`src/sv/capacitive_touch_toggle_detector_defines.svh`:
```
// Assertion macros used by the touch detector RTL.
`ifndef CAPACITIVE_TOUCH_TOGGLE_DETECTOR_DEFINES_SVH
`define CAPACITIVE_TOUCH_TOGGLE_DETECTOR_DEFINES_SVH

// same-cycle implication, checked outside reset
`define CTT_ASSERT_IMP(label, ante, cons, msg) \
  label: assert property (@(posedge clk) disable iff (rst) (ante) |-> (cons)) \
    else $error(msg);

// next-cycle implication, checked outside reset
`define CTT_ASSERT_NEXT(label, ante, cons, msg) \
  label: assert property (@(posedge clk) disable iff (rst) (ante) |=> (cons)) \
    else $error(msg);

`endif

```
`src/sv/ctt_pkg.sv`:
```
// Shared widths, register map and reset values of the touch detector.
package ctt_pkg;

  localparam int unsigned TicksW  = 32;
  localparam int unsigned FreqW   = 35;
  localparam int unsigned ClockW  = 27;
  localparam int unsigned CyclesW = 8;
  localparam int unsigned PctW    = 7;
  localparam int unsigned SumW    = 38;
  localparam int unsigned CalCntW = 4;
  localparam int unsigned ApbDW   = 32;
  localparam int unsigned ApbAW   = 4;

  localparam logic [ClockW-1:0]  ClockReset  = ClockW'(32000000);
  localparam logic [CyclesW-1:0] CyclesReset = CyclesW'(10);
  localparam logic [PctW-1:0]    PctReset    = PctW'(80);

  typedef enum logic [1:0] {
    REG_CLOCK  = 2'd0,
    REG_CYCLES = 2'd1,
    REG_PCT    = 2'd2
  } reg_idx_t;

endpackage

```
`src/sv/ctt_div.sv`:
```
// Restoring divider, one quotient bit per cycle.
module ctt_div (
  input  logic                          clk,
  input  logic                          rst,
  input  logic                          start,
  input  logic [ctt_pkg::FreqW-1:0]     dividend,
  input  logic [ctt_pkg::TicksW-1:0]    divisor,
  output logic                          busy,
  output logic                          done,
  output logic [ctt_pkg::FreqW-1:0]     quotient
);

  localparam int unsigned CntW = $clog2(ctt_pkg::FreqW);

  logic [CntW-1:0]               count;
  logic [ctt_pkg::TicksW-1:0]    rem;
  logic [ctt_pkg::TicksW-1:0]    dsr;
  logic [ctt_pkg::FreqW-1:0]     quo;
  logic [ctt_pkg::TicksW:0]      shifted;
  logic [ctt_pkg::TicksW+1:0]    diff;
  logic                          fit;
  logic [ctt_pkg::TicksW-1:0]    rem_next;

  always_comb begin
    shifted  = {rem, quo[ctt_pkg::FreqW-1]};
    diff     = {1'b0, shifted} - {2'b00, dsr};
    fit      = !diff[ctt_pkg::TicksW+1];
    rem_next = fit ? diff[ctt_pkg::TicksW-1:0] : shifted[ctt_pkg::TicksW-1:0];
  end

  always_ff @(posedge clk) begin
    if (rst) begin
      busy  <= 1'b0;
      done  <= 1'b0;
      count <= '0;
    end else begin
      done <= busy && !start && (count == CntW'(ctt_pkg::FreqW - 1));
      if (start) begin
        busy  <= 1'b1;
        count <= '0;
        quo   <= dividend;
        rem   <= '0;
        dsr   <= divisor;
      end else if (busy) begin
        rem   <= rem_next;
        quo   <= {quo[ctt_pkg::FreqW-2:0], fit};
        count <= count + CntW'(1);
        if (count == CntW'(ctt_pkg::FreqW - 1)) begin
          busy <= 1'b0;
        end
      end
    end
  end

  assign quotient = quo;

endmodule

```
`src/sv/capacitive_touch_toggle_detector.sv`:
```
// Capacitive touch detector: tick count to frequency, baseline, toggle.
//
// s_axis carries one burst tick count per transfer (tdata[31:0]).
// m_axis returns exactly one result per input transfer: the frequency
// cycles*clock/ticks in Hz (0 for zero ticks), touch flags and LED state.
// The first CAL_COUNT results are baseline samples (tuser high, no touch).
// Configuration goes through the APB port at byte addresses 0, 4 and 8.
// Each item passes from accepted input to m_axis_tvalid through a
// multiply step, the one-bit-per-cycle divider, a product step and a
// decision step. s_axis_tready returns in the same cycle the result is
// loaded, so a new item is accepted only once the last one is through.
// A finished result waits in the output register while the next item is
// taken and divided; if the receiver still stalls when the next result is
// ready, the block holds in its decision step until the register drains.
// Synchronous reset restores the register defaults, clears the baseline,
// the touch history and the LED, and empties the output register.
module capacitive_touch_toggle_detector #(
  parameter int unsigned CAL_COUNT = 8
) (
  input  logic                          clk,
  input  logic                          rst,
  input  logic                          s_axis_tvalid,
  output logic                          s_axis_tready,
  input  logic [31:0]                   s_axis_tdata,  // [31:0] elapsed_ticks
  output logic                          m_axis_tvalid,
  input  logic                          m_axis_tready,
  // [34:0] frequency_hz, [35] touched, [36] toggled, [37] led_on, [39:38] zero
  output logic [39:0]                   m_axis_tdata,
  output logic [0:0]                    m_axis_tuser,  // [0] calibrating
  input  logic                          psel,
  input  logic                          penable,
  input  logic                          pwrite,
  input  logic [ctt_pkg::ApbAW-1:0]     paddr,
  input  logic [ctt_pkg::ApbDW-1:0]     pwdata,
  output logic [ctt_pkg::ApbDW-1:0]     prdata,
  output logic                          pready
);

  `include "capacitive_touch_toggle_detector_defines.svh"

  localparam int unsigned MulK = 100 * CAL_COUNT;
  localparam int unsigned KW   = $clog2(MulK + 1);
  localparam int unsigned LhsW = ctt_pkg::FreqW + KW;
  localparam int unsigned RhsW = ctt_pkg::SumW + ctt_pkg::PctW;
  localparam int unsigned CmpW = (LhsW > RhsW) ? LhsW : RhsW;

  typedef enum logic [2:0] {S_IDLE, S_MUL, S_DIV, S_PROD, S_DECIDE} state_t;

  state_t state;

  logic [ctt_pkg::ClockW-1:0]   ref_clock_hz;
  logic [ctt_pkg::CyclesW-1:0]  cycles_per_burst;
  logic [ctt_pkg::PctW-1:0]     threshold_percent;

  logic [ctt_pkg::TicksW-1:0]   ticks;
  logic [ctt_pkg::FreqW-1:0]    freq;
  logic [LhsW-1:0]              lhs;
  logic [RhsW-1:0]              rhs;
  logic [ctt_pkg::CalCntW-1:0]  calib_count;
  logic [ctt_pkg::SumW-1:0]     baseline_sum;
  logic                         last_touched;
  logic                         led_state;

  logic [ctt_pkg::FreqW-1:0]    out_freq;
  logic                         out_cal;
  logic                         out_touched;
  logic                         out_toggled;
  logic                         out_led;

  logic                         div_start;
  logic                         div_busy;
  logic                         div_done;
  logic [ctt_pkg::FreqW-1:0]    div_dividend;
  logic [ctt_pkg::FreqW-1:0]    div_quotient;

  logic                         cfg_write;
  logic                         is_cal;
  logic                         touch;
  logic                         tog;
  logic                         out_free;
  logic [ctt_pkg::SumW:0]       sum_add;
  logic [ctt_pkg::SumW-1:0]     sum_next;

  // configuration registers
  assign pready    = 1'b1;
  assign cfg_write = psel && penable && pwrite && pready;

  always_ff @(posedge clk) begin
    if (rst) begin
      ref_clock_hz      <= ctt_pkg::ClockReset;
      cycles_per_burst  <= ctt_pkg::CyclesReset;
      threshold_percent <= ctt_pkg::PctReset;
    end else if (cfg_write) begin
      unique case (ctt_pkg::reg_idx_t'(paddr[3:2]))
        ctt_pkg::REG_CLOCK:  ref_clock_hz      <= pwdata[ctt_pkg::ClockW-1:0];
        ctt_pkg::REG_CYCLES: cycles_per_burst  <= pwdata[ctt_pkg::CyclesW-1:0];
        ctt_pkg::REG_PCT:    threshold_percent <= pwdata[ctt_pkg::PctW-1:0];
        default: ;
      endcase
    end
  end

  always_comb begin
    unique case (ctt_pkg::reg_idx_t'(paddr[3:2]))
      ctt_pkg::REG_CLOCK:  prdata = ctt_pkg::ApbDW'(ref_clock_hz);
      ctt_pkg::REG_CYCLES: prdata = ctt_pkg::ApbDW'(cycles_per_burst);
      ctt_pkg::REG_PCT:    prdata = ctt_pkg::ApbDW'(threshold_percent);
      default:             prdata = '0;
    endcase
  end

  // divider
  assign div_start    = (state == S_MUL);
  assign div_dividend = ctt_pkg::FreqW'(cycles_per_burst) * ctt_pkg::FreqW'(ref_clock_hz);

  ctt_div u_div (
    .clk      (clk),
    .rst      (rst),
    .start    (div_start),
    .dividend (div_dividend),
    .divisor  (ticks),
    .busy     (div_busy),
    .done     (div_done),
    .quotient (div_quotient)
  );

  // decision
  always_comb begin
    is_cal   = calib_count < ctt_pkg::CalCntW'(CAL_COUNT);
    sum_add  = {1'b0, baseline_sum} + (ctt_pkg::SumW + 1)'(freq);
    sum_next = sum_add[ctt_pkg::SumW] ? '1 : sum_add[ctt_pkg::SumW-1:0];
    touch    = !is_cal && (CmpW'(lhs) < CmpW'(rhs));
    tog      = touch && !last_touched;
    out_free = !m_axis_tvalid || m_axis_tready;
  end

  assign s_axis_tready = (state == S_IDLE);

  always_ff @(posedge clk) begin
    if (rst) begin
      state         <= S_IDLE;
      m_axis_tvalid <= 1'b0;
      calib_count   <= '0;
      baseline_sum  <= '0;
      last_touched  <= 1'b0;
      led_state     <= 1'b0;
    end else begin
      if (m_axis_tvalid && m_axis_tready && (state != S_DECIDE)) begin
        m_axis_tvalid <= 1'b0;
      end
      unique case (state)
        S_IDLE: begin
          if (s_axis_tvalid) begin
            ticks <= s_axis_tdata;
            state <= S_MUL;
          end
        end
        S_MUL: begin
          state <= S_DIV;
        end
        S_DIV: begin
          if (div_done) begin
            freq  <= (ticks == '0) ? '0 : div_quotient;
            state <= S_PROD;
          end
        end
        S_PROD: begin
          lhs   <= LhsW'(freq) * LhsW'(KW'(MulK));
          rhs   <= RhsW'(baseline_sum) * RhsW'(threshold_percent);
          state <= S_DECIDE;
        end
        S_DECIDE: begin
          if (out_free) begin
            if (is_cal) begin
              baseline_sum <= sum_next;
              calib_count  <= calib_count + ctt_pkg::CalCntW'(1);
            end else begin
              last_touched <= touch;
            end
            if (tog) begin
              led_state <= !led_state;
            end
            out_freq      <= freq;
            out_cal       <= is_cal;
            out_touched   <= touch;
            out_toggled   <= tog;
            out_led       <= led_state ^ tog;
            m_axis_tvalid <= 1'b1;
            state         <= S_IDLE;
          end
        end
        default: state <= S_IDLE;
      endcase
    end
  end

  assign m_axis_tdata = {2'b00, out_led, out_toggled, out_touched, out_freq};
  assign m_axis_tuser = out_cal;

  `CTT_ASSERT_IMP(a_ready_div_idle, s_axis_tready, !div_busy && !div_done, "input ready while divider active")
  `CTT_ASSERT_IMP(a_cal_quiet, m_axis_tvalid && out_cal, !out_touched && !out_toggled, "touch reported in calibration")
  `CTT_ASSERT_IMP(a_toggle_needs_touch, m_axis_tvalid && out_toggled, out_touched, "toggle without touch")
  `CTT_ASSERT_NEXT(a_led_follows_toggle, state == S_DECIDE && out_free, out_led == ($past(led_state) ^ out_toggled), "LED state does not follow toggle")

endmodule
```
`config.mk`:
```
export PLATFORM = sky130hd
export DESIGN_NAME = capacitive_touch_toggle_detector
export DESIGN_NICKNAME = d
export VERILOG_FILES = /design/src/sv/ctt_pkg.sv /design/src/sv/ctt_div.sv /design/src/sv/capacitive_touch_toggle_detector.sv
export VERILOG_INCLUDE_DIRS = /design/src /design/src/sv
export SDC_FILE = /design/constraint.sdc
export NUM_CORES = 2
export LEC_CHECK = 0
export BUFFER_PORTS_ARGS = -buffer_cell sky130_fd_sc_hd__clkbuf_2
export CORE_MARGIN = 2
export CORE_UTILIZATION = 25
export DETAILED_ROUTE_END_ITERATION = 7
export PLACE_DENSITY = 0.44
export SLEW_MARGIN = 0
export SYNTH_ARGS = -nofsm -noshare
export SYNTH_HDL_FRONTEND = slang
export SYNTH_SLANG_ARGS = --single-unit
```
`constraint.sdc`:
```
create_clock -name clk -period 7.7 [get_ports clk]
set_clock_uncertainty 0.15 [all_clocks]
set_input_delay 0.77 -clock clk [delete_from_list [all_inputs] [get_ports clk]]
set_output_delay 0.77 -clock clk [all_outputs]
set_load 0.01 [all_outputs]
```
==> impl_metrics.ini <==
[cts]
cts-htree-levels = 2
cts_setup_buffers = 0
clockRootBuffer = clkbuf_16
cts.repair.resized = 0
clkSinkCount = 388
tritoncts = built
clockBufferDepth = 3
clkLatencyLatePin_ns = 0.68
postCtsHoldBufs = 0
cts_made_buffers = 50
clk_pin_slew_ns = 0.06

[worst_setup_path]
worstPathMaxFanout = 34
path_common_cell = fa_1
timing.rr.start = threshold_percent[5]
cp-end-kind = flop
path_class = flop to flop
crit_end = rhs[44]
startpoint_type = flop
r2r_slack_ns = 1.19
slowest_delay_ns = 0.81
cp_data_required_time_ns = 7.92
worstPathArrival_ns = 6.73
critPathLaunch = threshold_percent[5]
worstRegToRegCells = 17
path_cells = and2_1 > fa_1 > fa_1 > fa_1 > inv_1 > fa_1 > inv_1 > ha_1 > and3_1 > o21ai_0 > o21ai_1 > a221o_1 > nor3b_1 > o21ai_2 > o311ai_1 > a21oi_1 > xnor2_1
r2r_end = rhs[44]
cp_slowest_cell = dfxtp_2

[worst_hold_path]
min_path_type = input port to flop

[timing]
rsz0062_at_grt = no
worst_pin_slew_ns = 1.22
maxSlewViolCount = 0
finalSetupTns_ns = 0
fin_crit_sh_pct = 84.5
finalHoldViolCount = 0
fin_crit_ns = 6.51
slew_headroom_pct = 18.6
fmax_ghz = 0.154
setup_viol = 0

[logic_synthesis]
synthCells = 3964
syn_area_per_cell_um2 = 9.49
ys_seq_area_share_pct = 28.4
synth_flop_cell = edfxtp_1
ys_types = 78
synthArstFlopShare_pct = 0
synth_edf_count = 290
synth.ff_latch_count = 388
syn_area_um2 = 37600
yosys_warnings = 0

[cells_and_area]
fillers = 16100
final_common_cell = inv_1
fin_nets = 4800
drive_above_1_share_pct = 7.15
ff_latch_area_um2 = 10700
layout_common_cells = inv_1, nand2_1, fa_1
multiInputGateArea_um2 = 24100
area_delta_synth_final_pct = 12.2

[die]
io_pins = 151
die_w_um = 392
die_h_um = 392
design.die.area_um2 = 154000
initial_core_util_pct = 25.1
fp-row-count = 142
fp.coreArea_um2 = 150000

[power_and_ir_drop]
power.total_mw = 5.46
switchingPower_mw = 1.46
p_int_mw = 4.01
p_leak_nw = 19.4
p_seq_share_pct = 43.3
p_comb_share_pct = 10.6
power.share.clock_pct = 46.1
p_sw_share_pct = 26.6
powerDensity_nw_per_um2 = 129
max-vdd-ir-drop_mv = 0.180

[routing]
vias_per_cell = 4.47
vias = 27200
detail_route.wl_per_cell_um = 16.8
drtIter0Drc = 1249
routed_wl_mm = 102
final_antenna_net_count = 0
drtPass1Iterations = 5
drc = 0

[global_routing]
grt_use_total_pct = 13.4
grt_pass1_wl_mm = 162
first_global_vias = 28200
grt_overflow = 0
grt_max_degree = 80
antenna_found_initial = 2

[placed_design]
gp_congestion = 0.871
port_buffers = 135
hpwl_mm = 80.0

[job]
maxCapViolCount = 0

[status]
status = completed
## kinds of logic after synthesis
| family | share of synthesized area, % |
|---|---|
| DFF | 28.4 |
| and+or+nand+nor | 16.5 |
| AOI/OAI and AO/OA | 12.3 |
| muxes | 1.15 |
| other | 0.0200 |
| adders and majority gates | 30.4 |
| xor gates and xnor gates | 3.38 |
| buffers and inverters | 7.86 |
## synth_stat cells, types with 27 or more instances
master / instances / area share [%]
o21a_1: 32 / 0.64
nand2_1: 361 / 3.6
nor2b_1: 61 / 1.0
nor2_1: 203 / 2.0
a211oi_1: 39 / 0.78
o21ai_0: 120 / 1.6
and2_1: 359 / 6.0
fa_1: 361 / 19
edfxtp_1: 290 / 23
inv_1: 607 / 6.1
nand3_1: 48 / 0.64
xor2_1: 63 / 1.5
nor3_1: 35 / 0.47
clkbuf_1: 133 / 1.3
a21oi_1: 183 / 2.4
and3_1: 27 / 0.45
a21o_1: 119 / 2.4
nand4_1: 29 / 0.48
a311oi_1: 33 / 0.77
ha_1: 337 / 11
mux2i_1: 41 / 1.1
dfxtp_1: 98 / 5.2
xnor2_1: 82 / 1.9
## power groups by stage
stage          sequential (mW)  clock [mW]  combinational (mW)
2_1_floorplan             2.38           0               0.443
3_3_place_gp              2.41           0               0.587
3_5_place_dp              2.41           0               0.589
4_1_cts                   2.37        2.60               0.592
5_1_grt                   2.37        2.66               0.667
6_report                  2.37        2.52               0.581
## state kept, by name (all words and copies together) (netlist names), 3 cells and up
register	count
rhs	45
lhs	40
baseline_sum	38
freq	35
out_freq	35
u_div.quotient	35
ticks	32
u_div.dsr	32
u_div.rem	32
ref_clock_hz	27
cycles_per_burst	8
threshold_percent	7
u_div.count	6
calib_count	4
state	3
## through the flow
stage | utilization, % | instance area (µm²) | worst slack, ns | hold WS (ns) | instances
after CTS | 28.2 | 42200 | 1.13 | 0.0692 | 6084
after detailed placement | 27.0 | 40500 | 1.16 | 0.286 | 5991
final | 28.2 | 42200 | 1.19 | 0.128 | 6085
after floorplan | - | 37600 | 2.30 | 0.277 | 3970
after global placement | 27.0 | 40500 | 1.15 | 0.284 | 5991
after global routing | 28.2 | 42200 | 0.841 | 0.0971 | 6084
## cell type report
class                      count  share of cell area, %
multi-input combinational   2816                   57.1
sequential                   388                   25.3
tap                         2016                   5.98
inverter                     607                   5.40
clock buffer                  59                   3.10
timing repair buffer         164                   2.12
clock inverter                34                   1.03
antenna                        1                0.00593
## per-layer routing
layer	GRT usage [%]	wire, µm	up-vias
met2	22.8	48800	346
met1	18.0	48000	13400
met3	1.64	3190	101
met5	0	32	-
met4	3.41	2260	4
li1	-	-	13300
## critical path: cells and delay by family, from the launching register on
family          cells  cell delay (ns)
compound gates      6             1.46
xor+xnor            1             0.13
fa+ha+maj           5             2.43
buf+inv             2             0.09
flops               1             0.81
simple gates        3             1.12
## how the worst min path moves through the flow
stage	depth (start not counted)	slack, ns	to	startpoint
floorplan	0	0.28	u_div.dsr[16]	ticks[16]
global placement	0	0.28	u_div.dsr[19]	ticks[19]
detailed placement	0	0.29	u_div.dsr[19]	ticks[19]
CTS	1	0.07	ticks[9]	s_axis_tdata[9]
global route	1	0.1	ticks[9]	s_axis_tdata[9]
finish	1	0.13	ticks[9]	s_axis_tdata[9]
No activity file was read; power rests on OpenSTA's default activity.
